[config.mk]
export PLATFORM = sky130hd
export DESIGN_NAME = ajb_alu
export DESIGN_NICKNAME = d
export VERILOG_FILES = /design/src/ajb_pkg.sv /design/src/ajb_alu.sv
export SDC_FILE = /design/constraint.sdc
export NUM_CORES = 1
export LEC_CHECK = 0
export BUFFER_PORTS_ARGS = -buffer_cell sky130_fd_sc_hd__buf_2
export CAP_MARGIN = 15
export CORE_UTILIZATION = 45
export DETAILED_ROUTE_END_ITERATION = 8
export PLACE_DENSITY = 0.89
export SLEW_MARGIN = 20
export SYNTH_ARGS = -nofsm -noshare
export SYNTH_HDL_FRONTEND = slang
export SYNTH_SLANG_ARGS = --single-unit
export TNS_END_PERCENT = 10
[constraint.sdc]
create_clock -name vclk -period 3.66
set_clock_uncertainty 0.15 [all_clocks]
set_input_delay 0.366 -clock vclk [all_inputs]
set_output_delay 0.366 -clock vclk [all_outputs]
set_load 0.02 [all_outputs]
[src/ajb_pkg.sv]
// ----------------------------------------------------------------------------
// ajb_pkg
// Shared constants, codes and types of the audio jitter buffer.
// ----------------------------------------------------------------------------
package ajb_pkg;

    // default geometry
    localparam int SLOTS_DEF   = 8;
    localparam int MAX_PKT_DEF = 256;
    localparam int POP_MAX_DEF = 64;

    // fixed field widths
    localparam int SEQ_W   = 16;
    localparam int SMP_W   = 16;
    localparam int CNT_W   = 7;
    localparam int ST_W    = 3;
    localparam int DEPTH_W = 4;

    // serial-number half range
    localparam logic [SEQ_W-1:0] HALF_RANGE = 16'h7fff;

    // input selector
    localparam logic FUNC_PUSH = 1'b0;
    localparam logic FUNC_POP  = 1'b1;

    // result kind
    localparam logic KIND_STATUS = 1'b0;
    localparam logic KIND_SAMPLE = 1'b1;

    // push status codes
    localparam logic [ST_W-1:0] ST_OK      = 3'd0;
    localparam logic [ST_W-1:0] ST_BAD_LEN = 3'd1;
    localparam logic [ST_W-1:0] ST_STALE   = 3'd2;
    localparam logic [ST_W-1:0] ST_NO_ROOM = 3'd3;
    localparam logic [ST_W-1:0] ST_DUP     = 3'd4;

    // configuration register indexes
    localparam logic CFG_START_DEPTH = 1'b0;
    localparam logic CFG_SILENCE     = 1'b1;

    // one result beat
    typedef struct packed {
        logic             kind;
        logic [ST_W-1:0]  status;
        logic [SMP_W-1:0] sample;
        logic             complete;
        logic             last;
    } t_beat;

    // request to the shared adder/subtractor
    typedef struct packed {
        logic [SEQ_W-1:0] a;
        logic [SEQ_W-1:0] b;
        logic             sub;
    } t_alu_req;

endpackage

[src/ajb_alu.sv]
// ----------------------------------------------------------------------------
// ajb_alu
// Shared 16-bit add/subtract unit of the sequencer.
// ----------------------------------------------------------------------------
module ajb_alu import ajb_pkg::*; (
    input  t_alu_req         i_req,
    output logic [SEQ_W-1:0] o_y
);

    logic [SEQ_W-1:0] w_b;

    assign w_b = i_req.sub ? ~i_req.b : i_req.b;
    assign o_y = i_req.a + w_b + {{(SEQ_W-1){1'b0}}, i_req.sub};

endmodule

Word level (Yosys, flattened, before mapping):

Cells that the tools add are included.
W data, S select, Z words.

* flip-flop bits (word level): 0
* input port bits: 33
* output and inout port bits: 16
* word-level logic and storage cells: 4

* add/subtract/negate cells: 2
* muxes and demuxes: 1
* bitwise operators: 1

Operators with widths (number)
* $add A16 B1 Y16: 1
* $add A16 B16 Y16: 1
* $mux W16: 1
* $not A16 Y16: 1

Logic depth before layout (Yosys ltp):

* depth after elaboration: 4
* depth in mapped cells: 10
* mapped depth without buffers: 8

Least setup slack after synthesis:

No wires, ideal clock.

* path type: input port to output port
* start: in i_req[0] in the netlist's numbering
* end: out o_y[9]
* arrival: 2323 ps
* slack: 821 ps
* cell stages on the path: 9
* buffers on the path: 2
* cell sequence: buf_4 buf_2 xor2_1 ha_1 a21oi_1 o22ai_2 o21bai_2 a311o_1 xnor2_1

* longest elaborated chain between the ends: 3

RTL lines
* start: declaration: RTL line ajb_alu.sv:6 `input t_alu_req i_req,`
* $mux W16: RTL line ajb_alu.sv:12 `assign w_b = i_req.sub ? ~i_req.b : i_req.b;`
* $add A16 B16 Y16: RTL line ajb_alu.sv:13 `assign o_y = i_req.a + w_b + {{(SEQ_W-1){1'b0}}, i_req.sub};`
* $add A16 B1 Y16 (*): RTL line ajb_alu.sv:13
* end: declaration: RTL line ajb_alu.sv:7 `output logic [SEQ_W-1:0] o_y`

Every way passes the cells marked *; elsewhere a longest branch is shown, timed or not.

Final worst setup path:

* start: in i_req[0] in the netlist's numbering
* end: out o_y[14]

The elaborated chain is that of the path after synthesis.

==> results_dict.tcl <==
set metrics [dict create \
    nets 211 \
    slowest_stage "fa_1" \
    holdWs_ps 904 \
    worst_pin_slew_ps 464 \
    yosysTopAreaCellShare_pct 24.5 \
    postSynthCellCount 115 \
    crit_fanout 16 \
    hp-class "in2out" \
    yosys-top-cells-area "xor2_1, ha_1, a21oi_1, xnor2_1, o21ai_0" \
    layout_setup_ws_ps 661 \
    synth_commonest_cells "xor2_1, a21oi_1, ha_1" \
    rsz0062_at_grt "false" \
    synth.avg_cell_area_sq_um 7.47 \
    crit_path_max_incr_delay_ps 410 \
    p_per_area_nw_per_um2 317 \
    ant_nets 0 \
    synth_top_area_cell "xor2_1" \
    die_w_um 45.7 \
    setup_viol 0 \
    grt_pass1_wl_mm 3.15 \
    drive_gt1_share_pct 33.1 \
    viasPerCell 5.40 \
    wl_mm 2.10 \
    wire_per_inst_um 11.3 \
    gp_congestion 0.902 \
    detail_route.iter0.violations 27 \
    critPathKind "in2out" \
    dpl.hpwl_mm 1.73 \
    period_minus_slack_ps 3000 \
    fin_tns_setup_ps 0 \
    cts_resized 0 \
    io_buffers 49 \
    track_usage_pct 19.1 \
    cp-end-kind "primary output" \
    slew_headroom_pct 69.1 \
    cp_num_buf_inv 3 \
    ys_seq_area_share_pct 0 \
    core_area_sq_um 1760 \
    worstPathArrival_ps 2480 \
    nClkBuffers 0 \
    hold_viol_final 0 \
    row_count 15 \
    worstPathRequired_ps 3140 \
    leakage_nw 0.556 \
    synth_mux_area_share_pct 1.60 \
    crit_family "compound AO/OA/AOI/OAI gates" \
    syn_nets 164 \
    max-vdd-ir-drop_uv 157 \
    grt_pass1_vias 846 \
    outcome "finished clean" \
    regArea_sq_um 0 \
    crit_chain "buf_2, mux2i_2, inv_1, fa_1, a21oi_1, o21bai_1, a21oi_1, o21ai_0, xor2_1, buf_2" \
    slew_viol_final 0 \
    drc 0 \
    seq_cells 0 \
    synth_area_sq_um 860 \
    post-cts-setup-buffer-count 0 \
    yosys.area_share.xor_xnor_pct 31.6 \
    dr.pass1.iters 4 \
    synthAdderAreaFrac_pct 24.2 \
    grt_overflow 0 \
    fmax_mhz 333 \
    die_area_sq_um 2090 \
    synth_top_family_by_area "XOR/XNOR gates" \
    yosysWarnings 0 \
    synth_simple_gate_area_share_pct 10.5 \
    diodes 0 \
    post-route-period-util_pct 81.9 \
    pre_cts_slack_ps 683 \
    num_vias 999 \
    cts_hold_buf 0 \
    antenna_found_initial 0 \
    yosysMostFrequentCell "xor2_1" \
    synthDistinctLibCells 27 \
    max_cap_viol_count 0 \
    initial_core_util_pct 48.7 \
    grt_max_degree 17 \
    synth-compound-area-share_pct 28.2 \
    top_level_ports 49 \
    fp.dieH_um 45.7 \
    areaGrowthSynthToFinish_pct 29.5 \
    crit_path_start_kind "input port" \
]
[power breakdown]
part,switching [mW],leakage (nW),internal (mW),total (mW)
clock,0,0,0,0
combinational,0.215,0.556,0.138,0.353
sequential,0,0,0,0
[final timing paths]
kind / start / to / slack [ps] / depth (start not counted)
setup / recovery: i_req[0] / o_y[14] / 660 / 10
hold / removal: i_req[17] / o_y[0] / 900 / 3
[per-layer routing]
metal / vias up / track usage, % / wire length (um) / part of all wire (%)
li1: 506 / - / - / -
met1: 438 / 24.3 / 911 / 43
met2: 53 / 34.0 / 1020 / 49
met3: 2 / 2.38 / 145 / 6.9
met4: 0 / 4.12 / 16 / 0.76
met5: - / 0 / 0 / 0
[cells by family (layout without fill, tap and decap cells)]
| logic type | Yosys count | count (layout) |
|---|---|---|
| AO/OA/AOI/OAI | 39 | 39 |
| XOR/XNOR | 31 | 31 |
| adder cells (fa/ha/maj) | 16 | 16 |
| buffers and inverters | 7 | 52 |
| multiplexers | 1 | 1 |
| AND/OR/NAND/NOR | 21 | 21 |
[stage by stage]
step	std cells	power (mW)	instance area, sq um	util [%]
3_3_place_gp	185	0.343	1110	63.1
2_1_floorplan	115	0.253	860	-
6_report	185	0.353	1110	63.1
5_1_grt	185	0.383	1110	63.1
4_1_cts	185	0.352	1110	63.1
3_5_place_dp	185	0.350	1110	63.1
[cells in the final DEF (no fill, tap or decap), drive strengths merged, types with 3 or more instances in the layout]
cell and count:
buf 49, xor2 24, a21oi 16, ha 15, nand2 10, o21ai 9
xnor2 7, nor2 5, o21bai 4, inv 3, o31ai 3
[layout make-up]
type                       count  area [sq um]
multi-input combinational    108           826
fill                         168           651
timing repair buffer          49           245
tap                           25          31.3
inverter                       3          11.3
Power figures use the tool's default switching activity.
