`src/ajb_pkg.sv`:
```
// ----------------------------------------------------------------------------
// ajb_pkg
// Shared constants, codes and types of the audio jitter buffer.
// ----------------------------------------------------------------------------
package ajb_pkg;

    // default geometry
    localparam int SLOTS_DEF   = 8;
    localparam int MAX_PKT_DEF = 256;
    localparam int POP_MAX_DEF = 64;

    // fixed field widths
    localparam int SEQ_W   = 16;
    localparam int SMP_W   = 16;
    localparam int CNT_W   = 7;
    localparam int ST_W    = 3;
    localparam int DEPTH_W = 4;

    // serial-number half range
    localparam logic [SEQ_W-1:0] HALF_RANGE = 16'h7fff;

    // input selector
    localparam logic FUNC_PUSH = 1'b0;
    localparam logic FUNC_POP  = 1'b1;

    // result kind
    localparam logic KIND_STATUS = 1'b0;
    localparam logic KIND_SAMPLE = 1'b1;

    // push status codes
    localparam logic [ST_W-1:0] ST_OK      = 3'd0;
    localparam logic [ST_W-1:0] ST_BAD_LEN = 3'd1;
    localparam logic [ST_W-1:0] ST_STALE   = 3'd2;
    localparam logic [ST_W-1:0] ST_NO_ROOM = 3'd3;
    localparam logic [ST_W-1:0] ST_DUP     = 3'd4;

    // configuration register indexes
    localparam logic CFG_START_DEPTH = 1'b0;
    localparam logic CFG_SILENCE     = 1'b1;

    // one result beat
    typedef struct packed {
        logic             kind;
        logic [ST_W-1:0]  status;
        logic [SMP_W-1:0] sample;
        logic             complete;
        logic             last;
    } t_beat;

    // request to the shared adder/subtractor
    typedef struct packed {
        logic [SEQ_W-1:0] a;
        logic [SEQ_W-1:0] b;
        logic             sub;
    } t_alu_req;

endpackage

```
`src/ajb_ctrl.sv`:
```
// ----------------------------------------------------------------------------
// ajb_ctrl
// Sequencer: slot table, sequence tracking, push close-out and playout.
// ----------------------------------------------------------------------------
module ajb_ctrl import ajb_pkg::*; #(
    parameter int SLOTS              = SLOTS_DEF,
    parameter int MAX_PACKET_SAMPLES = MAX_PKT_DEF,
    parameter int POP_MAX            = POP_MAX_DEF,
    parameter int AW                 = $clog2(SLOTS * MAX_PACKET_SAMPLES)
) (
    input  logic               i_clk,
    input  logic               i_rst_n,
    // input item
    input  logic               i_in_valid,
    output logic               o_in_ready,
    input  logic               i_func,
    input  logic [SEQ_W-1:0]   i_seq,
    input  logic [SMP_W-1:0]   i_smp,
    input  logic               i_last,
    input  logic [CNT_W-1:0]   i_cnt,
    // configuration
    input  logic [DEPTH_W-1:0] i_start_depth,
    input  logic [SMP_W-1:0]   i_silence,
    // result beat
    output logic               o_emit_valid,
    output t_beat              o_emit,
    input  logic               i_emit_ready,
    // shared unit
    output t_alu_req           o_alu_req,
    input  logic [SEQ_W-1:0]   i_alu_y,
    // sample store
    output logic               o_wr_en,
    output logic [AW-1:0]      o_wr_addr,
    output logic [SMP_W-1:0]   o_wr_data,
    output logic               o_rd_en,
    output logic [AW-1:0]      o_rd_addr,
    input  logic [SMP_W-1:0]   i_rd_data
);

    localparam int SLOT_W = (SLOTS > 1) ? $clog2(SLOTS) : 1;
    localparam int LEN_W  = $clog2(MAX_PACKET_SAMPLES + 2);
    localparam int SCW    = $clog2(SLOTS + 1);
    localparam int PCW    = $clog2(POP_MAX + 1);
    localparam int CW     = ((SCW > DEPTH_W) ? SCW : DEPTH_W) + 1;
    // exact seq / SLOTS by reciprocal multiply for any 16-bit seq
    localparam int RSH    = SEQ_W + SLOT_W;
    localparam int RECIP  = (2 ** RSH) / SLOTS + 1;
    localparam int PW     = RSH + SEQ_W;

    localparam logic [LEN_W-1:0]  MAX_LEN   = LEN_W'(MAX_PACKET_SAMPLES);
    localparam logic [SEQ_W-1:0]  SLOTS_SEQ = SEQ_W'(SLOTS);
    localparam logic [SLOT_W-1:0] SLOT_LAST = SLOT_W'(SLOTS - 1);
    localparam logic [PCW-1:0]    POP_MAX_C = PCW'(POP_MAX);

    localparam logic [3:0] S_IDLE   = 4'd0;
    localparam logic [3:0] S_MOD    = 4'd1;
    localparam logic [3:0] S_REM    = 4'd2;
    localparam logic [3:0] S_WR     = 4'd3;
    localparam logic [3:0] S_CL0    = 4'd4;
    localparam logic [3:0] S_CL1    = 4'd5;
    localparam logic [3:0] S_CL2    = 4'd6;
    localparam logic [3:0] S_STAT   = 4'd7;
    localparam logic [3:0] S_PSTART = 4'd8;
    localparam logic [3:0] S_PLOOK  = 4'd9;
    localparam logic [3:0] S_PEMIT  = 4'd10;

    logic [3:0]        r_state;

    // latched item
    logic [SEQ_W-1:0]  r_seq;
    logic [SMP_W-1:0]  r_smp;
    logic              r_last;
    logic [PCW-1:0]    r_left;

    // sequence state
    logic [SEQ_W-1:0]  r_exp;
    logic [SLOT_W-1:0] r_exp_slot;
    logic              r_known;
    logic              r_playing;
    logic [SCW-1:0]    r_stored;
    logic [LEN_W-1:0]  r_push_len;

    // slot table
    logic [SLOTS-1:0]  r_slot_valid;
    logic [SEQ_W-1:0]  r_slot_seq [SLOTS];
    logic [LEN_W-1:0]  r_slot_len [SLOTS];
    logic [LEN_W-1:0]  r_slot_off [SLOTS];

    // working registers
    logic [SEQ_W-1:0]  r_quot;
    logic [SLOT_W-1:0] r_slot;
    logic [LEN_W-1:0]  r_len;
    logic [ST_W-1:0]   r_status;
    logic              r_comp;
    logic              r_gap;
    logic              r_use_mem;

    logic              w_pop_side;
    logic [SLOT_W-1:0] w_idx;
    logic              w_valid_rd;
    logic [SEQ_W-1:0]  w_seq_rd;
    logic [LEN_W-1:0]  w_len_rd;
    logic [LEN_W-1:0]  w_off_rd;
    logic [LEN_W-1:0]  w_off_nxt;
    logic [LEN_W-1:0]  n_push_len;
    logic [PW-1:0]     w_prod;
    logic [SEQ_W-1:0]  w_qs;
    logic [PCW-1:0]    w_cnt_sat;
    logic [SLOT_W-1:0] w_exp_slot_nxt;
    logic              w_fin;
    logic              w_stored_low;

    // one table read port, pointed at the playout slot or the push slot
    assign w_pop_side = (r_state == S_PLOOK);
    assign w_idx      = w_pop_side ? r_exp_slot : r_slot;
    assign w_valid_rd = r_slot_valid[w_idx];
    assign w_seq_rd   = r_slot_seq[w_idx];
    assign w_len_rd   = r_slot_len[w_idx];
    assign w_off_rd   = r_slot_off[w_idx];
    assign w_off_nxt  = w_off_rd + LEN_W'(1);

    assign n_push_len = (r_push_len <= MAX_LEN) ? r_push_len + LEN_W'(1) : r_push_len;

    assign w_prod = PW'(r_seq) * PW'(RECIP);
    assign w_qs   = SEQ_W'(32'(r_quot) * 32'(SLOTS));

    assign w_cnt_sat = (i_cnt > CNT_W'(POP_MAX)) ? POP_MAX_C : PCW'(i_cnt);

    // sequence wrap to zero also restarts at slot zero
    assign w_exp_slot_nxt = ((r_exp == '1) || (r_exp_slot == SLOT_LAST)) ? '0
                            : r_exp_slot + SLOT_W'(1);

    assign w_fin        = (r_left == PCW'(1));
    assign w_stored_low = (CW'(r_stored) < CW'(i_start_depth));

    // shared unit operand selection
    always_comb begin
        o_alu_req = '{a: r_exp, b: SEQ_W'(1), sub: 1'b0};
        case (r_state)
            S_REM:   o_alu_req = '{a: r_seq, b: w_qs,  sub: 1'b1};
            S_CL1:   o_alu_req = '{a: r_seq, b: r_exp, sub: 1'b1};
            default: o_alu_req = '{a: r_exp, b: SEQ_W'(1), sub: 1'b0};
        endcase
    end

    // sample store ports
    assign o_wr_en   = (r_state == S_WR) && (r_push_len < MAX_LEN) && !w_valid_rd;
    assign o_wr_addr = AW'(32'(r_slot) * 32'(MAX_PACKET_SAMPLES) + 32'(r_push_len));
    assign o_wr_data = r_smp;
    assign o_rd_en   = w_pop_side && !r_gap && w_valid_rd && (w_seq_rd == r_exp)
                       && (w_off_rd < MAX_LEN);
    assign o_rd_addr = AW'(32'(r_exp_slot) * 32'(MAX_PACKET_SAMPLES) + 32'(w_off_rd));

    // result beat
    assign o_in_ready   = (r_state == S_IDLE);
    assign o_emit_valid = (r_state == S_STAT) || (r_state == S_PEMIT);

    always_comb begin
        if (r_state == S_STAT) begin
            o_emit = '{kind: KIND_STATUS, status: r_status, sample: '0,
                       complete: 1'b0, last: 1'b1};
        end else begin
            o_emit = '{kind: KIND_SAMPLE, status: ST_OK,
                       sample: r_use_mem ? i_rd_data : i_silence,
                       complete: w_fin & r_comp, last: w_fin};
        end
    end

    // slot payload fields: no reset, read only behind a valid bit
    always_ff @(posedge i_clk) begin
        if (r_state == S_CL2 && !w_valid_rd) begin
            r_slot_seq[r_slot] <= r_seq;
            r_slot_len[r_slot] <= r_len;
            r_slot_off[r_slot] <= '0;
        end else if (o_rd_en || (w_pop_side && !r_gap && w_valid_rd
                                 && (w_seq_rd == r_exp))) begin
            r_slot_off[r_exp_slot] <= w_off_nxt;
        end
    end

    // item payload and working registers
    always_ff @(posedge i_clk) begin
        case (r_state)
            S_IDLE: begin
                if (i_in_valid) begin
                    r_seq  <= i_seq;
                    r_smp  <= i_smp;
                    r_last <= i_last;
                end
            end
            S_MOD:  r_quot <= w_prod[RSH +: SEQ_W];
            S_REM:  r_slot <= i_alu_y[SLOT_W-1:0];
            S_WR: begin
                if (r_last) begin
                    r_len <= n_push_len;
                end
            end
            default: ;
        endcase
    end

    // sequencer
    always_ff @(posedge i_clk) begin
        if (!i_rst_n) begin
            r_state      <= S_IDLE;
            r_exp        <= '0;
            r_exp_slot   <= '0;
            r_known      <= 1'b0;
            r_playing    <= 1'b0;
            r_stored     <= '0;
            r_push_len   <= '0;
            r_slot_valid <= '0;
            r_left       <= '0;
            r_status     <= ST_OK;
            r_comp       <= 1'b0;
            r_gap        <= 1'b0;
            r_use_mem    <= 1'b0;
        end else begin
            case (r_state)
                S_IDLE: begin
                    if (i_in_valid) begin
                        r_left  <= w_cnt_sat;
                        r_state <= (i_func == FUNC_POP) ? S_PSTART : S_MOD;
                    end
                end
                S_MOD: r_state <= S_REM;
                S_REM: r_state <= S_WR;
                S_WR: begin
                    if (r_last) begin
                        r_push_len <= '0;
                        r_state    <= S_CL0;
                    end else begin
                        r_push_len <= n_push_len;
                        r_state    <= S_IDLE;
                    end
                end
                S_CL0: begin
                    if (r_len > MAX_LEN) begin
                        r_status <= ST_BAD_LEN;
                        r_state  <= S_STAT;
                    end else begin
                        if (!r_known) begin
                            r_exp      <= r_seq;
                            r_exp_slot <= r_slot;
                            r_known    <= 1'b1;
                        end
                        r_state <= S_CL1;
                    end
                end
                S_CL1: begin
                    // ALU holds seq - expected
                    if (i_alu_y > HALF_RANGE) begin
                        if (r_stored == '0 && !r_playing) begin
                            r_exp      <= r_seq;
                            r_exp_slot <= r_slot;
                            r_state    <= S_CL2;
                        end else begin
                            r_status <= ST_STALE;
                            r_state  <= S_STAT;
                        end
                    end else if (i_alu_y >= SLOTS_SEQ) begin
                        if (r_stored != '0) begin
                            r_status <= ST_NO_ROOM;
                            r_state  <= S_STAT;
                        end else begin
                            r_exp      <= r_seq;
                            r_exp_slot <= r_slot;
                            r_playing  <= 1'b0;
                            r_state    <= S_CL2;
                        end
                    end else begin
                        r_state <= S_CL2;
                    end
                end
                S_CL2: begin
                    if (w_valid_rd) begin
                        r_status <= (w_seq_rd == r_seq) ? ST_DUP : ST_NO_ROOM;
                    end else begin
                        r_slot_valid[r_slot] <= 1'b1;
                        r_stored             <= r_stored + SCW'(1);
                        r_status             <= ST_OK;
                    end
                    r_state <= S_STAT;
                end
                S_STAT: begin
                    if (i_emit_ready) begin
                        r_state <= S_IDLE;
                    end
                end
                S_PSTART: begin
                    if (r_left == '0) begin
                        r_state <= S_IDLE;
                    end else begin
                        r_comp <= 1'b1;
                        r_gap  <= 1'b0;
                        if (!r_playing) begin
                            if (w_stored_low) begin
                                r_comp <= 1'b0;
                                r_gap  <= 1'b1;
                            end else begin
                                r_playing <= 1'b1;
                            end
                        end
                        r_state <= S_PLOOK;
                    end
                end
                S_PLOOK: begin
                    r_use_mem <= 1'b0;
                    if (!r_gap) begin
                        if (!w_valid_rd || w_seq_rd != r_exp) begin
                            // missing packet: skip it, silence for the rest
                            r_exp      <= i_alu_y;
                            r_exp_slot <= w_exp_slot_nxt;
                            if (r_stored == '0) begin
                                r_playing <= 1'b0;
                            end
                            r_comp <= 1'b0;
                            r_gap  <= 1'b1;
                        end else begin
                            r_use_mem <= (w_off_rd < MAX_LEN);
                            if (w_off_nxt >= w_len_rd) begin
                                r_slot_valid[r_exp_slot] <= 1'b0;
                                r_stored                 <= r_stored - SCW'(1);
                                r_exp                    <= i_alu_y;
                                r_exp_slot               <= w_exp_slot_nxt;
                            end
                        end
                    end
                    r_state <= S_PEMIT;
                end
                S_PEMIT: begin
                    if (i_emit_ready) begin
                        if (w_fin) begin
                            r_state <= S_IDLE;
                        end else begin
                            r_left  <= r_left - PCW'(1);
                            r_state <= S_PLOOK;
                        end
                    end
                end
                default: r_state <= S_IDLE;
            endcase
        end
    end

endmodule

```
`config.mk`:
```
export PLATFORM = sky130hd
export DESIGN_NAME = ajb_ctrl
export DESIGN_NICKNAME = d
export VERILOG_FILES = /design/src/ajb_pkg.sv /design/src/ajb_ctrl.sv
export SDC_FILE = /design/constraint.sdc
export NUM_CORES = 1
export LEC_CHECK = 0
export BUFFER_PORTS_ARGS = -buffer_cell sky130_fd_sc_hd__clkbuf_2
export CAP_MARGIN = 20
export CELL_PAD_IN_SITES_DETAIL_PLACEMENT = 1
export CELL_PAD_IN_SITES_GLOBAL_PLACEMENT = 1
export CORE_MARGIN = 2
export CORE_UTILIZATION = 49
export CTS_CLUSTER_DIAMETER = 40
export DETAILED_ROUTE_END_ITERATION = 10
export PLACE_DENSITY_LB_ADDON = 0.1
export SYNTH_ARGS = -nofsm -noshare
export SYNTH_HDL_FRONTEND = slang
export SYNTH_SLANG_ARGS = --single-unit
```
`constraint.sdc`:
```
create_clock -name i_clk -period 6.3 [get_ports i_clk]
set_input_delay 0.315 -clock i_clk [delete_from_list [all_inputs] [get_ports i_clk]]
set_output_delay 0.315 -clock i_clk [all_outputs]
set_load 0.05 [all_outputs]
```
# --- Word level (Yosys, flattened, before mapping) ---
# Memory sizes are Yosys's and may differ from the RTL's.
# Cells that the tools add are included.
op_classes:
  addsub: 8
  mux: 98
  n_shift: 0
  div_mod_pow: 0
  mul: 1
  eq_ne: 39
  order_cmp: 14
  n_bitwise: 5
  n_reduce_logical: 39
ops:
  columns: ["op", "n"]
  rows:
  - ["$mux W16", 10]
  - ["$pmux W33 S2", 1]
  - ["$mux W3", 20]
  - ["$mux W4", 12]
  - ["$pmux W16 S3", 1]
  - ["$pmux W4 S11", 1]
  - ["$eq A16 B16 Y1", 2]
  - ["$mul A16 B17 Y32 const B", 1]
  - ["$mux W8", 4]
  - ["$mux W1", 29]
  - ["$mux W7", 4]
  - ["$ne A2 B2 Y1 const B", 14]
  - ["$mux W9", 3]
  - ["$add A11 B9 Y11", 2]
  - ["$mux W22", 1]
  - ["$add A9 B1 Y9 const B", 2]
  - ["$lt A9 B9 Y1 const B", 2]
  - ["$pmux W3 S3", 2]
  - ["$eq A16 B16 Y1 const B", 1]
  - ["$eq A4 B3 Y1 const B", 4]
  - ["$ge A16 B4 Y1 const B", 1]
  - ["$gt A16 B15 Y1 const B", 1]
  - ["$ne A16 B16 Y1", 1]
  - ["$pmux W8 S2", 1]
  - ["45 further kinds", 84]
totals:
  romBits: 0
  memories: 3
  regBits: 117
  in_bits: 97
  output_inout_bits: 97
  wordCells: 226
  latchBits: 0
  ram_bits: 272
memory_table:
  columns: ["memory", "words", "word_bits", "rd", "rd_clocked_by_memory_dff", "wr", "line", "rtl"]
  rows:
  - ["r_slot_seq", 8, 16, 1, 0, 1, "ajb_ctrl.sv:85", "logic [SEQ_W-1:0] r_slot_seq [SLOTS];"]
  - ["r_slot_len", 8, 9, 1, 0, 1, "ajb_ctrl.sv:86", "logic [LEN_W-1:0] r_slot_len [SLOTS];"]
  - ["r_slot_off", 8, 9, 1, 0, 1, "ajb_ctrl.sv:87", "logic [LEN_W-1:0] r_slot_off [SLOTS];"]

# --- Logic depth before layout (Yosys ltp) ---
# Gate-level depths: netlist of run 1.
logic_depth:
  ltp_word: 13
  mapped_depth: 22
  mapped_depth_nobuf: 16

# --- Least setup slack after synthesis of run 1 ---
# OpenSTA, ideal clock, no wires.
synth_timing:
  path_type: "reg-to-reg"
  startpoint: "reg r_state[2]"
  endpoint: "mem r_slot_off[0][0] in the netlist's numbering, enable pin"
  setup_time_ns: 0.377
  path_slack_ns: 0.625
  required_ns: 5.923
  path_stages_with_launch: 13
  synth_period_minus_slack_ns: 5.675
  arrival_ns: 5.298
  n_path_buf: 4
  path_cell_list: "dfxtp_1 -> nand4bb_1 -> buf_4 -> mux2i_1 -> buf_2 -> buf_4 -> buf_4 -> mux2i_1 -> mux2i_1 -> mux2i_1 -> nand3_1 -> nor4_1 -> o21bai_1"
synth_between:
  elab_chain_cells: 13
  elab_cells_between_ends: 24
  cone_classes: "order compare: 1; eq/ne: 3; mux: 10; reduce/logical: 8; memory: 2"
synth_lines:
  columns: ["element", "line", "rtl"]
  rows:
  - ["from (decl)", "ajb_ctrl.sv:67", "logic [3:0] r_state;"]
  - ["from (signal assigned)", "ajb_ctrl.sv:223", "r_state <= (i_func == FUNC_POP) ? S_PSTART : S_MOD;"]
  - ["parallel branches: the longest is 13 deep, another holds $mem_v2 Z8 W9", null, null]
  - ["to (decl)", "ajb_ctrl.sv:87", null]
# Several ways; the timed one is not identified. The select of a mux whose other input is x is not followed.

# --- Worst setup path after layout of run 1 ---
layout_timing:
  startpoint: "reg r_state[0]"
  endpoint: "out o_rd_en"
layout_between:
  elab_chain_cells: 7
  elab_cells_between_ends: 12
  cone_classes: "order compare: 1; eq/ne: 2; mux: 3; reduce/logical: 4; memory: 2"
layout_lines:
  columns: ["element", "line", "rtl"]
  rows:
  - ["$eq A4 B4 Y1 (*)", "ajb_ctrl.sv:114", "assign w_pop_side = (r_state == S_PLOOK);"]
  - ["parallel branches: the longest is 5 deep, another holds $mem_v2 Z8 W9", null, null]
  - ["$logic_and A1 B1 Y1 (*)", "ajb_ctrl.sv:151", "&& (w_off_rd < MAX_LEN);"]
  - ["to (decl)", "ajb_ctrl.sv:35", "output logic o_rd_en,"]
# Every way passes the cells marked *. The select of a mux whose other input is x is not followed.

==> flow_metrics.tcl, run 1 <==
set metrics [dict create \
    initial_utilization_pct 49.6 \
    synth_seq_cells 389 \
    clkTransAtPathRegs_ns 0.05 \
    drt_wl_total_um 55400 \
    die_w_um 196 \
    synth_edf_count 330 \
    status "finished, final reports clean" \
    drt-pass1-iter-count 5 \
    drtIter0Drc 978 \
    pin_count 194 \
    ys_types 75 \
    dpl.hpwl_um 36600 \
    p_clk_share_pct 41.7 \
    globalRouteOverflowTotal 0 \
    diodes 0 \
    numCtsBuffers 53 \
    synthCells 1343 \
    synth_area_leader_cell "edfxtp_1" \
    post-cts-setup-buffer-count 0 \
    htreeDepth 2 \
    startpoint_type "flop" \
    clockBufferDepth 3 \
    place.gp.congestion 0.869 \
    clockRootBuffer "clkbuf_16" \
    rsz0062_at_grt "false" \
    crit_chain "nand4bb_4 > mux2_4 > buf_4 > buf_4 > mux2i_1 > a221oi_1 > xnor2_1 > o2111ai_1 > a2111o_1 > nor4b_4 > nand2_1 > inv_1 > clkbuf_2" \
    fmax_ghz 0.174 \
    path_class "reg2out" \
    power_frac_seq_pct 41.9 \
    grt_max_degree 42 \
    worst_pin_slew_ns 1.07 \
    hold_class "in2reg" \
    die_h_um 196 \
    vias_per_cell 6.13 \
    slowest_stage "dfxtp_1" \
    ys_seq_area_share_pct 61.2 \
    place_ws_ns 0.602 \
    hold_viol 0 \
    cts_tree "yes" \
    vdd_ir_drop_max_v 0.000320 \
    pwr_density_cell_mw_per_mm2 331 \
    max_cap_violations 0 \
    wire_per_inst_um 26.2 \
    cp_common_cell "buf_4" \
    dominantRegCellSynth "edfxtp_1" \
    coreArea_mm2 0.0365 \
    grt_pass1_vias 13884 \
    end_kind "output port" \
    path_max_fanout 26 \
    fillers 3591 \
    drc_errors 0 \
    period_share_pct 91.0 \
    clock_latency_ns 0.59 \
    num_rows 70 \
    layout.nets 1722 \
    slew_headroom_pct 27.6 \
    cpPeakStageDelay_ns 0.68 \
    switching_share_pct 29.0 \
    setup_violations 0 \
    pwr-share-comb_pct 16.4 \
    synth_top_area_share_pct 54.7 \
    synth.avg_cell_area_um2 13.5 \
    p_int_w 0.00517 \
    setup_ws_ns 0.564 \
    cts_sinks 389 \
    finalMaxSlewViolations 0 \
    grt_pass1_wl_um 84000 \
    layout-drive-gt1-share_pct 25.7 \
    dieArea_mm2 0.0385 \
    async_flop_share_pct 0 \
    finalSetupTns_ns 0 \
    syn_to_final_growth_pct 21.4 \
    finalClockSkew_ns 0.0230 \
    leakagePower_nw 7.80 \
    power.switching_w 0.00211 \
    syn_nets 1464 \
    fin_cells 2113 \
    syn_area_mm2 0.0181 \
    critPathTopFamily "simple AND/OR/NAND/NOR gates" \
    grt_usage_pct 29.1 \
    vias 12954 \
    postRouteAntennaNets 0 \
    post-route-min-period_ns 5.74 \
    critPathBufInv 4 \
    antenna_found_initial 0 \
    worstPathRequired_ns 5.98 \
    port_buffers 193 \
    layout_common_cells "330 x edfxtp_1, 193 x clkbuf_2, 128 x mux2i_1, 83 x nand2_1, 83 x nor2_1" \
    cp.arrival_ns 5.42 \
    ys_warn_count 0 \
    synth.area.top_cells "edfxtp_1 55%, mux2i_1 7.2%, dfxtp_1 6.5%, mux4_2 5.0%, nor2_1 1.8%" \
    mostFrequentLayoutCell "edfxtp_1" \
    placedCellCount 1975 \
]
-- cell type report --
class / count / area [um2] / area share, %
inverters: 38 / 143 / 0.649
clock inverters: 38 / 407 / 1.85
clock buffers: 61 / 1400 / 6.36
well taps: 468 / 586 / 2.66
multi-input cells: 832 / 6590 / 30.0
repair buffers: 287 / 1770 / 8.04
flip-flops and latches: 389 / 11100 / 50.5
-- synth_stat cells (all sizes together), types with 11 or more instances --
master    n
nor3     28
a22o     13
o21ai    37
nand4    13
and2     21
ha       24
a311oi   20
a31oi    11
mux2i   130
buf      38
a221oi   24
nand3    18
clkbuf   46
xnor2    32
mux2     20
a22oi    24
dfxtp    59
a211oi   14
mux4     40
nand2    84
edfxtp  330
nand2b   16
a21oi    49
nor2     86
nor2b    11
nor4     17
inv      36
-- sequential cells by signal, indices dropped and copies added, names as in the netlist, 3 cells and up --
register	flops
r_exp_slot	3
r_state	4
r_slot_off	72
r_left	7
r_slot_valid	8
r_quot	13
r_seq	16
r_push_len	9
o_wr_data	16
r_slot_seq	128
r_slot	3
r_status	3
r_slot_len	72
r_stored	4
r_exp	16
r_len	9
-- power by group through the flow --
stage	Clock (W)	Combinational [W]	Sequential (W)
2_1_floorplan	0	0.000768	0.00309
3_3_place_gp	0	0.00112	0.00309
3_5_place_dp	0	0.00114	0.00309
4_1_cts	0.00308	0.00117	0.00304
5_1_grt	0.00317	0.00127	0.00306
6_report	0.00304	0.00119	0.00305
-- what timing repair did --
action,CTS,global route
hold endpoints to repair,37,0
endpoints found under the setup margin,0,1
hold buffers,37,0
gates resized for setup,0,2
-- worst reg2reg max path: cells and delay by family (launching register included) --
| family | cells | cell delay [ns] |
|---|---|---|
| AOI/OAI and AO/OA | 2 | 0.74 |
| xor gates and xnor gates | 1 | 0.17 |
| adders and majority gates | 1 | 0.24 |
| buffers and inverters | 3 | 0.93 |
| DFF | 1 | 0.68 |
| muxes | 3 | 1.17 |
| and+or+nand+nor | 6 | 1.66 |
-- worst paths after layout --
check / cells after the start / slack (ns) / end / from
worst min register to register: 2 / 0.50 / r_stored[3]$_SDFFE_PN0P_ / r_stored[3]$_SDFFE_PN0P_
worst max-delay path: 13 / 0.56 / o_rd_en / r_state[0]$_SDFFE_PN0P_
worst min-delay path: 3 / 0.07 / r_left[1]$_SDFFE_PN0P_ / i_cnt[1]
worst max register to register: 16 / 0.60 / r_exp[10]$_SDFFE_PN0P_ / r_state[0]$_SDFFE_PN0P_
-- routing by layer --
layer	global-route usage, %	share of wire [%]	wire length, um
met1	38.9	42	23400
met2	47.2	47	26200
met3	5.91	7.6	4210
met4	10.6	2.9	1580
met5	0	0	0
-- stage by stage --
step	utilization [%]	total power (W)	hold slack, ns	area (um2)
6_report	60.2	0.00728	0.0673	22000
5_1_grt	60.2	0.00750	0.0761	22000
4_1_cts	60.1	0.00729	0.0461	21900
3_5_place_dp	54.1	0.00423	0.493	19800
3_3_place_gp	54.1	0.00421	0.464	19800
2_1_floorplan	-	0.00385	0.414	18100
-- logic make-up (layout without fill, tap and decap cells) --
kind of cell,count (synthesis),count (layout),share of synthesized area (%)
AOI/OAI and AO/OA,254,254,9.96
xor gates and xnor gates,37,37,1.79
adders and majority gates,24,24,1.66
buffers and inverters,122,424,2.92
DFF,389,389,61.2
muxes,190,190,13.4
and+or+nand+nor,327,327,8.98
No activity file was read; power rests on OpenSTA's default activity.
==> run 2: changes to the inputs <==
CORE_UTILIZATION = 50   (was 49)
CTS_BUF_LIST = sky130_fd_sc_hd__clkbuf_4   (was default)
==> run 2 against run 1 <==
The flow now finishes with violations (design-rule violations); routed wire length increased by 2.5%; critical path type unchanged; maximum frequency decreased by 5.0%; power decreased by 12%; via count increased by 3.9%; first-iteration DRC count increased by 19%; combinational power about the same; critical path depth unchanged; flip-flop and latch count unchanged.
==> flow_metrics.tcl, run 2 (synthesis results as in run 1) <==
set metrics [dict create \
    num_rows 69 \
    setup_violations 0 \
    diodes 0 \
    path_max_fanout 16 \
    slowest_stage "dfxtp_1" \
    post-route-min-period_ns 6.04 \
    placedCellCount 1957 \
    globalRouteOverflowTotal 0 \
    clkTransAtPathRegs_ns 0.06 \
    largest_register_ffs 128 \
    fmax_ghz 0.166 \
    worstPathRequired_ns 5.98 \
    vias 13464 \
    finalMaxSlewViolations 0 \
    grt_usage_pct 30.2 \
    worst_pin_slew_ns 0.996 \
    place.gp.congestion 0.921 \
    clockBufferDepth 3 \
    critPathBufInv 4 \
    pin_count 194 \
    cts_tree "yes" \
    path_class "reg2out" \
    numCtsBuffers 98 \
    grt_pass1_vias 14283 \
    cpPeakStageDelay_ns 0.66 \
    wire_per_inst_um 25.9 \
    mostFrequentLayoutCell "edfxtp_1" \
    startpoint_type "flop" \
    clockRootBuffer "clkbuf_4" \
    grt_max_degree 41 \
    violations "design-rule violations" \
    dpl.hpwl_um 36300 \
    pwr_density_cell_mw_per_mm2 297 \
    critPathTopFamily "simple AND/OR/NAND/NOR gates" \
    port_buffers 193 \
    drt-pass1-iter-count 8 \
    dieArea_mm2 0.0378 \
    finalSetupTns_ns 0 \
    vias_per_cell 6.14 \
    fin_cells 2193 \
    regMostFlops "r_slot_seq" \
    max_cap_violations 0 \
    die_h_um 194 \
    layout_common_cells "330 x edfxtp_1, 193 x clkbuf_2, 140 x clkbuf_4, 128 x mux2i_1" \
    hold-worst-slack_ns 0.100 \
    antenna_found_initial 0 \
    slew_headroom_pct 33.5 \
    postRouteAntennaNets 0 \
    drt_wl_total_um 56800 \
    fillers 3583 \
    cp_common_cell "buf_4" \
    layout.nets 1780 \
    finalClockSkew_ns 0.0654 \
    syn_to_final_growth_pct 19.4 \
    rsz0062_at_grt "false" \
    vdd_ir_drop_max_v 0.000283 \
    hold_viol 0 \
    htreeDepth 3 \
    reg_top3 "r_slot_seq (128), r_slot_len (72), r_slot_off (72)" \
    drtIter0Drc 1161 \
    drc_errors 4 \
    status "finished, violations left" \
    end_kind "output port" \
    leakagePower_nw 7.73 \
    grt_pass1_wl_um 86400 \
    cts_sinks 389 \
    layout-drive-gt1-share_pct 27.6 \
    initial_utilization_pct 50.8 \
    period_share_pct 95.9 \
    cp.arrival_ns 5.72 \
    clock_latency_ns 0.83 \
    die_w_um 194 \
    coreArea_mm2 0.0357 \
    crit_chain "nand4bb_2 > buf_4 > mux2i_1 > a211oi_1 > nor4_1 > and3_1 > o21ai_0 > a2111o_1 > nor4b_4 > buf_4 > nand2_1 > inv_1 > clkbuf_2" \
    hold_class "in2reg" \
]
==> run 2: cell types whose count changed in the layout (fill, tap and decap cells not counted), moves of 6 or more <==
| cell | delta |
|---|---|
| clkbuf_4 | +140 |
| clkbuf_16 | -55 |
| dlygate4sd3_1 | +24 |
| buf_4 | -14 |
| clkinv_1 | +13 |
| inv_6 | -8 |
| clkinvlp_4 | -7 |
| clkbuf_1 | -6 |
==> run 2: worst register-to-register path: stages (launching register included) <==
cell       delay (ns)
dfxtp_1          0.66
nand4bb_2        0.52
mux2i_4          0.83
mux4_2           0.60
mux2_2           0.34
ha_1             0.24
nor2b_1          0.16
and2_1           0.20
xnor2_1          0.17
ha_1             0.22
nor4_1           0.21
nand2_1          0.13
a311oi_1         0.32
buf_4            0.21
nand3_1          0.08
buf_4            0.28
a311oi_1         0.55
==> run 2: final cells by class <==
cell class | instances | area [um2] | share of cell area [%]
clock inverters | 33 | 206 | 0.955
inverters | 38 | 143 | 0.660
well taps | 461 | 577 | 2.67
clock buffers | 140 | 1050 | 4.86
repair buffers | 300 | 1960 | 9.08
flip-flops and latches | 389 | 11100 | 51.3
multi-input cells | 832 | 6590 | 30.5
==> run 2: timing repair <==
item                       in CTS  in global routing
setup endpoints to repair       0                  1
buffers inserted                0                  0
resized for setup               0                  2
hold endpoints to repair       62                  0
hold buffers                   61                  0
==> run 2: metrics by stage <==
step / setup slack [ns] / utilization, % / area, um2 / power, W
final: 0.261 / 60.6 / 21600 / 0.00643
after global routing: 0.0116 / 60.6 / 21600 / 0.00667
after CTS: 0.104 / 60.5 / 21600 / 0.00640
after detailed placement: 0.723 / 55.3 / 19700 / 0.00422
after global placement: 0.932 / 55.3 / 19700 / 0.00419
after floorplan: 0.625 / - / 18100 / 0.00385
==> run 2: power by group <==
part	switching, W	internal (W)	total, W
sequential	0.000155	0.00291	0.00306
combinational	0.000789	0.000404	0.00119
clock	0.00107	0.00111	0.00218
==> run 2: final timing paths <==
path / from / to / slack, ns / cells past startpoint
worst min register to register: r_stored[3]$_SDFFE_PN0P_ / r_stored[3]$_SDFFE_PN0P_ / 0.50 / 2
worst max register to register: r_state[0]$_SDFFE_PN0P_ / r_exp[13]$_SDFFE_PN0P_ / 0.48 / 16
worst min-delay path: i_alu_y[15] / r_exp[15]$_SDFFE_PN0P_ / 0.10 / 5
worst max-delay path: r_state[0]$_SDFFE_PN0P_ / o_rd_en / 0.26 / 13
==> run 2: layer usage <==
| layer | GRT usage [%] | wire length (um) | vias to the layer above |
|---|---|---|---|
| met2 | 50.3 | 27500 | 605 |
| met3 | 6.16 | 4310 | 97 |
| li1 | - | - | 5924 |
| met5 | 0 | 0 | - |
| met1 | 40.0 | 23900 | 6838 |
| met4 | 9.26 | 1130 | 0 |
==> run 3: changes to the inputs <==
ABC_AREA = 1   (was default)
CORE_UTILIZATION = 48   (was 50)
==> run 3 against run 2 <==
The run now ends clean; largest power group unchanged; first-iteration DRC count shrank 20%; clock skew shrank 0.023 ns; clock-buffer cell count grew 16; sequential power grew 5%.
==> flow_metrics.tcl, run 3 <==
set metrics [dict create \
    synth.avg_cell_area_um2 9.91 \
    place_ws_ns 0.782 \
    hold-worst-slack_ns 0.0689 \
    drc_errors 0 \
    globalRouteOverflowTotal 0 \
    dominantRegCellSynth "edfxtp_1" \
    drt-pass1-iter-count 5 \
    period_share_pct 93.5 \
    synth_area_leader_cell "edfxtp_1" \
    final_cell_area_mm2 0.0215 \
    end_kind "output port" \
    dpl.hpwl_um 36700 \
    rr_endpoint "r_exp[12]$_SDFFE_PN0P_" \
    reg_top3 "r_slot_seq (128), r_slot_len (72), r_slot_off (72)" \
    antenna_found_initial 1 \
    numCtsBuffers 105 \
    layout-drive-gt1-share_pct 19.7 \
    pin_count 194 \
    post-route-min-period_ns 5.89 \
    layout_common_cells "500 x nand2_1, 330 x edfxtp_1, 209 x nand3_1, 193 x clkbuf_2, 156 x clkbuf_4" \
    grt_pass1_wl_um 89500 \
    clock_latency_ns 0.81 \
    path_max_fanout 70 \
    async_flop_share_pct 0 \
    synth_seq_cells 389 \
    cp.arrival_ns 5.57 \
    ys_seq_area_share_pct 61.4 \
    synthCells 1823 \
    fin_total_pwr_w 0.00823 \
    drtIter0Drc 934 \
    regMostFlops "r_slot_seq" \
    finalMaxSlewViolations 0 \
    cts_sinks 389 \
    synth_edf_count 330 \
    power.switching_w 0.00329 \
    coreArea_mm2 0.0374 \
    clockRootBuffer "clkbuf_4" \
    min_from "i_cnt[2]" \
    critPathTopFamily "simple AND/OR/NAND/NOR gates" \
    worst_pin_slew_ns 1.03 \
    vias_per_cell 5.59 \
    status "finished, final reports clean" \
    setup_violations 0 \
    reg2reg_from "r_state[3]$_SDFFE_PN0P_" \
    hold_viol 0 \
    ff2ff_path_depth 25 \
    grt_max_degree 99 \
    critPathBufInv 2 \
    mostFrequentLayoutCell "nand2_1" \
    cpPeakStageDelay_ns 0.69 \
    grt_pass1_vias 16051 \
    largest_register_ffs 128 \
    slowest_stage "buf_4" \
    fmax_ghz 0.170 \
    ys_types 55 \
    initial_utilization_pct 48.3 \
    r2r_setup_slack_ns 0.59 \
    path_class "reg2out" \
    layout.nets 2252 \
    crit_chain "nor2_8 > nand2_8 > nand2_8 > nand2_4 > buf_4 > nand2_1 > nand3_1 > nand3_1 > nand3_1 > nand2_1 > nor2_1 > nand2_1 > nor2_4 > nand4_1 > nor2_1 > clkbuf_2" \
    syn_area_mm2 0.0181 \
    p_clk_share_pct 26.8 \
    syn_nets 1944 \
    num_rows 71 \
    port_buffers 193 \
    worstPathRequired_ns 5.98 \
    setup_ws_ns 0.410 \
    max_cap_violations 0 \
    vias 15143 \
    ys_warn_count 0 \
    startpoint_type "flop" \
    wire_per_inst_um 21.5 \
    die_h_um 198 \
    post-cts-setup-buffer-count 0 \
    synth_top_area_share_pct 54.8 \
    synthTopCellsByCount "500 x nand2_1, 330 x edfxtp_1, 209 x nand3_1, 133 x nor2_1, 123 x o21ai_0" \
    place.gp.congestion 0.872 \
    drt_wl_total_um 58300 \
    finalSetupTns_ns 0 \
    leakagePower_nw 8.31 \
    yosysMostFrequentCell "nand2_1" \
    synth.area.top_cells "edfxtp_1 55%, nand2_1 10%, dfxtp_1 6.5%, nand3_1 5.8%, o21ai_0 3.4%" \
    clkTransAtPathRegs_ns 0.06 \
    cts_tree "yes" \
    switching_share_pct 40.0 \
    vdd_ir_drop_max_v 0.000340 \
    finalClockSkew_ns 0.0428 \
    pwr-share-comb_pct 34.2 \
    htreeDepth 3 \
    pwr_density_cell_mw_per_mm2 383 \
    place_area_mm2 0.0195 \
    p_int_w 0.00494 \
    grt_usage_pct 30.1 \
    dieArea_mm2 0.0392 \
    holdPathEnd "r_left[2]$_SDFFE_PN0P_" \
    worstHoldPathCells 5 \
    clockBufferDepth 3 \
    power_frac_seq_pct 39.0 \
    hold_class "in2reg" \
    slew_headroom_pct 31.0 \
    syn_to_final_growth_pct 18.8 \
    fillers 4247 \
    die_w_um 198 \
    postRouteAntennaNets 0 \
    rsz0062_at_grt "false" \
]
## run 3: final cells by class
| cell class | instances | area [um2] | area share (%) |
|---|---|---|---|
| clock inverter | 18 | 101 | 0.472 |
| antenna | 2 | 5.00 | 0.0233 |
| tap | 511 | 639 | 2.98 |
| inverter | 106 | 398 | 1.85 |
| sequential | 389 | 11100 | 51.7 |
| clock buffer | 156 | 1170 | 5.46 |
| timing repair buffer | 293 | 1900 | 8.87 |
| multi-input combinational | 1236 | 6150 | 28.7 |
## run 3: cells by family (layout without fill, tap and decap cells)
kind of cell | count (synthesis) | count (layout) | synth area share (%)
buf+inv | 198 | 573 | 4.96
fa+ha+maj | 24 | 24 | 1.66
xor+xnor | 38 | 38 | 1.84
other cells | 0 | 2 | 0
flops | 389 | 389 | 61.4
simple gates | 913 | 913 | 22.0
compound gates | 261 | 261 | 8.14
## run 3: power by group through the flow
| stage | clock, W | sequential (W) | combinational (W) |
|---|---|---|---|
| final | 0.00221 | 0.00321 | 0.00281 |
| after global placement | 0 | 0.00323 | 0.00262 |
| after detailed placement | 0 | 0.00324 | 0.00269 |
| after global routing | 0.00238 | 0.00322 | 0.00308 |
| after CTS | 0.00223 | 0.00319 | 0.00278 |
| after floorplan | 0 | 0.00325 | 0.00191 |
## run 3: routing by layer
metal  global-route usage [%]  vias up  routed length, um
met5                        0        -                  0
met4                     11.9        0               1560
met3                     6.37      110               3590
met2                     50.2      489              28300
met1                     38.4     7547              24800
li1                         -     6997                  -
## run 3: timing repair
item / in CTS / in global routing
resized for setup: 0 / 1
hold buffers: 69 / 0
endpoints found under the setup margin: 0 / 1
hold endpoints to repair: 68 / 0
## run 3: how the worst max path moves through the flow
stage	to	slack, ns	startpoint	cells after the start
floorplan	r_exp[10]$_SDFFE_PN0P_	1.73	r_state[0]$_SDFFE_PN0P_	32
global placement	r_exp_slot[0]$_SDFFE_PN0P_	1.07	r_state[1]$_SDFFE_PN0P_	22
detailed placement	r_exp[8]$_SDFFE_PN0P_	0.78	r_state[3]$_SDFFE_PN0P_	25
CTS	o_rd_en	0.33	r_state[1]$_SDFFE_PN0P_	16
global route	o_rd_en	0.13	r_state[1]$_SDFFE_PN0P_	16
finish	o_rd_en	0.41	r_state[1]$_SDFFE_PN0P_	16
## run 3: worst reg2reg max path: stages, from the launching register on
cell and delay [ns]:
dfxtp_1 0.39, inv_2 0.09, nor2_8 0.17, nand2_8 0.24, o21ai_4 0.57, o21ai_0 0.20
o21bai_1 0.20, nand2_1 0.09, nand2_1 0.07, nand2_1 0.16, ha_1 0.18, nand2_1 0.08
nor2_1 0.20, nand3_1 0.15, xor2_1 0.30, inv_1 0.09, ha_1 0.31, a21oi_1 0.15
nand2_1 0.07, nand2_1 0.05, nand2_1 0.08, a21oi_1 0.44, nand4_2 0.58, nand2_4 0.43
nand2_1 0.09, a21oi_1 0.28
## run 3: metrics by stage
step	cells	util [%]
after floorplan	1823	-
after detailed placement	2464	52.0
final	2711	57.4
after global routing	2711	57.4
after CTS	2707	57.3
after global placement	2463	52.0
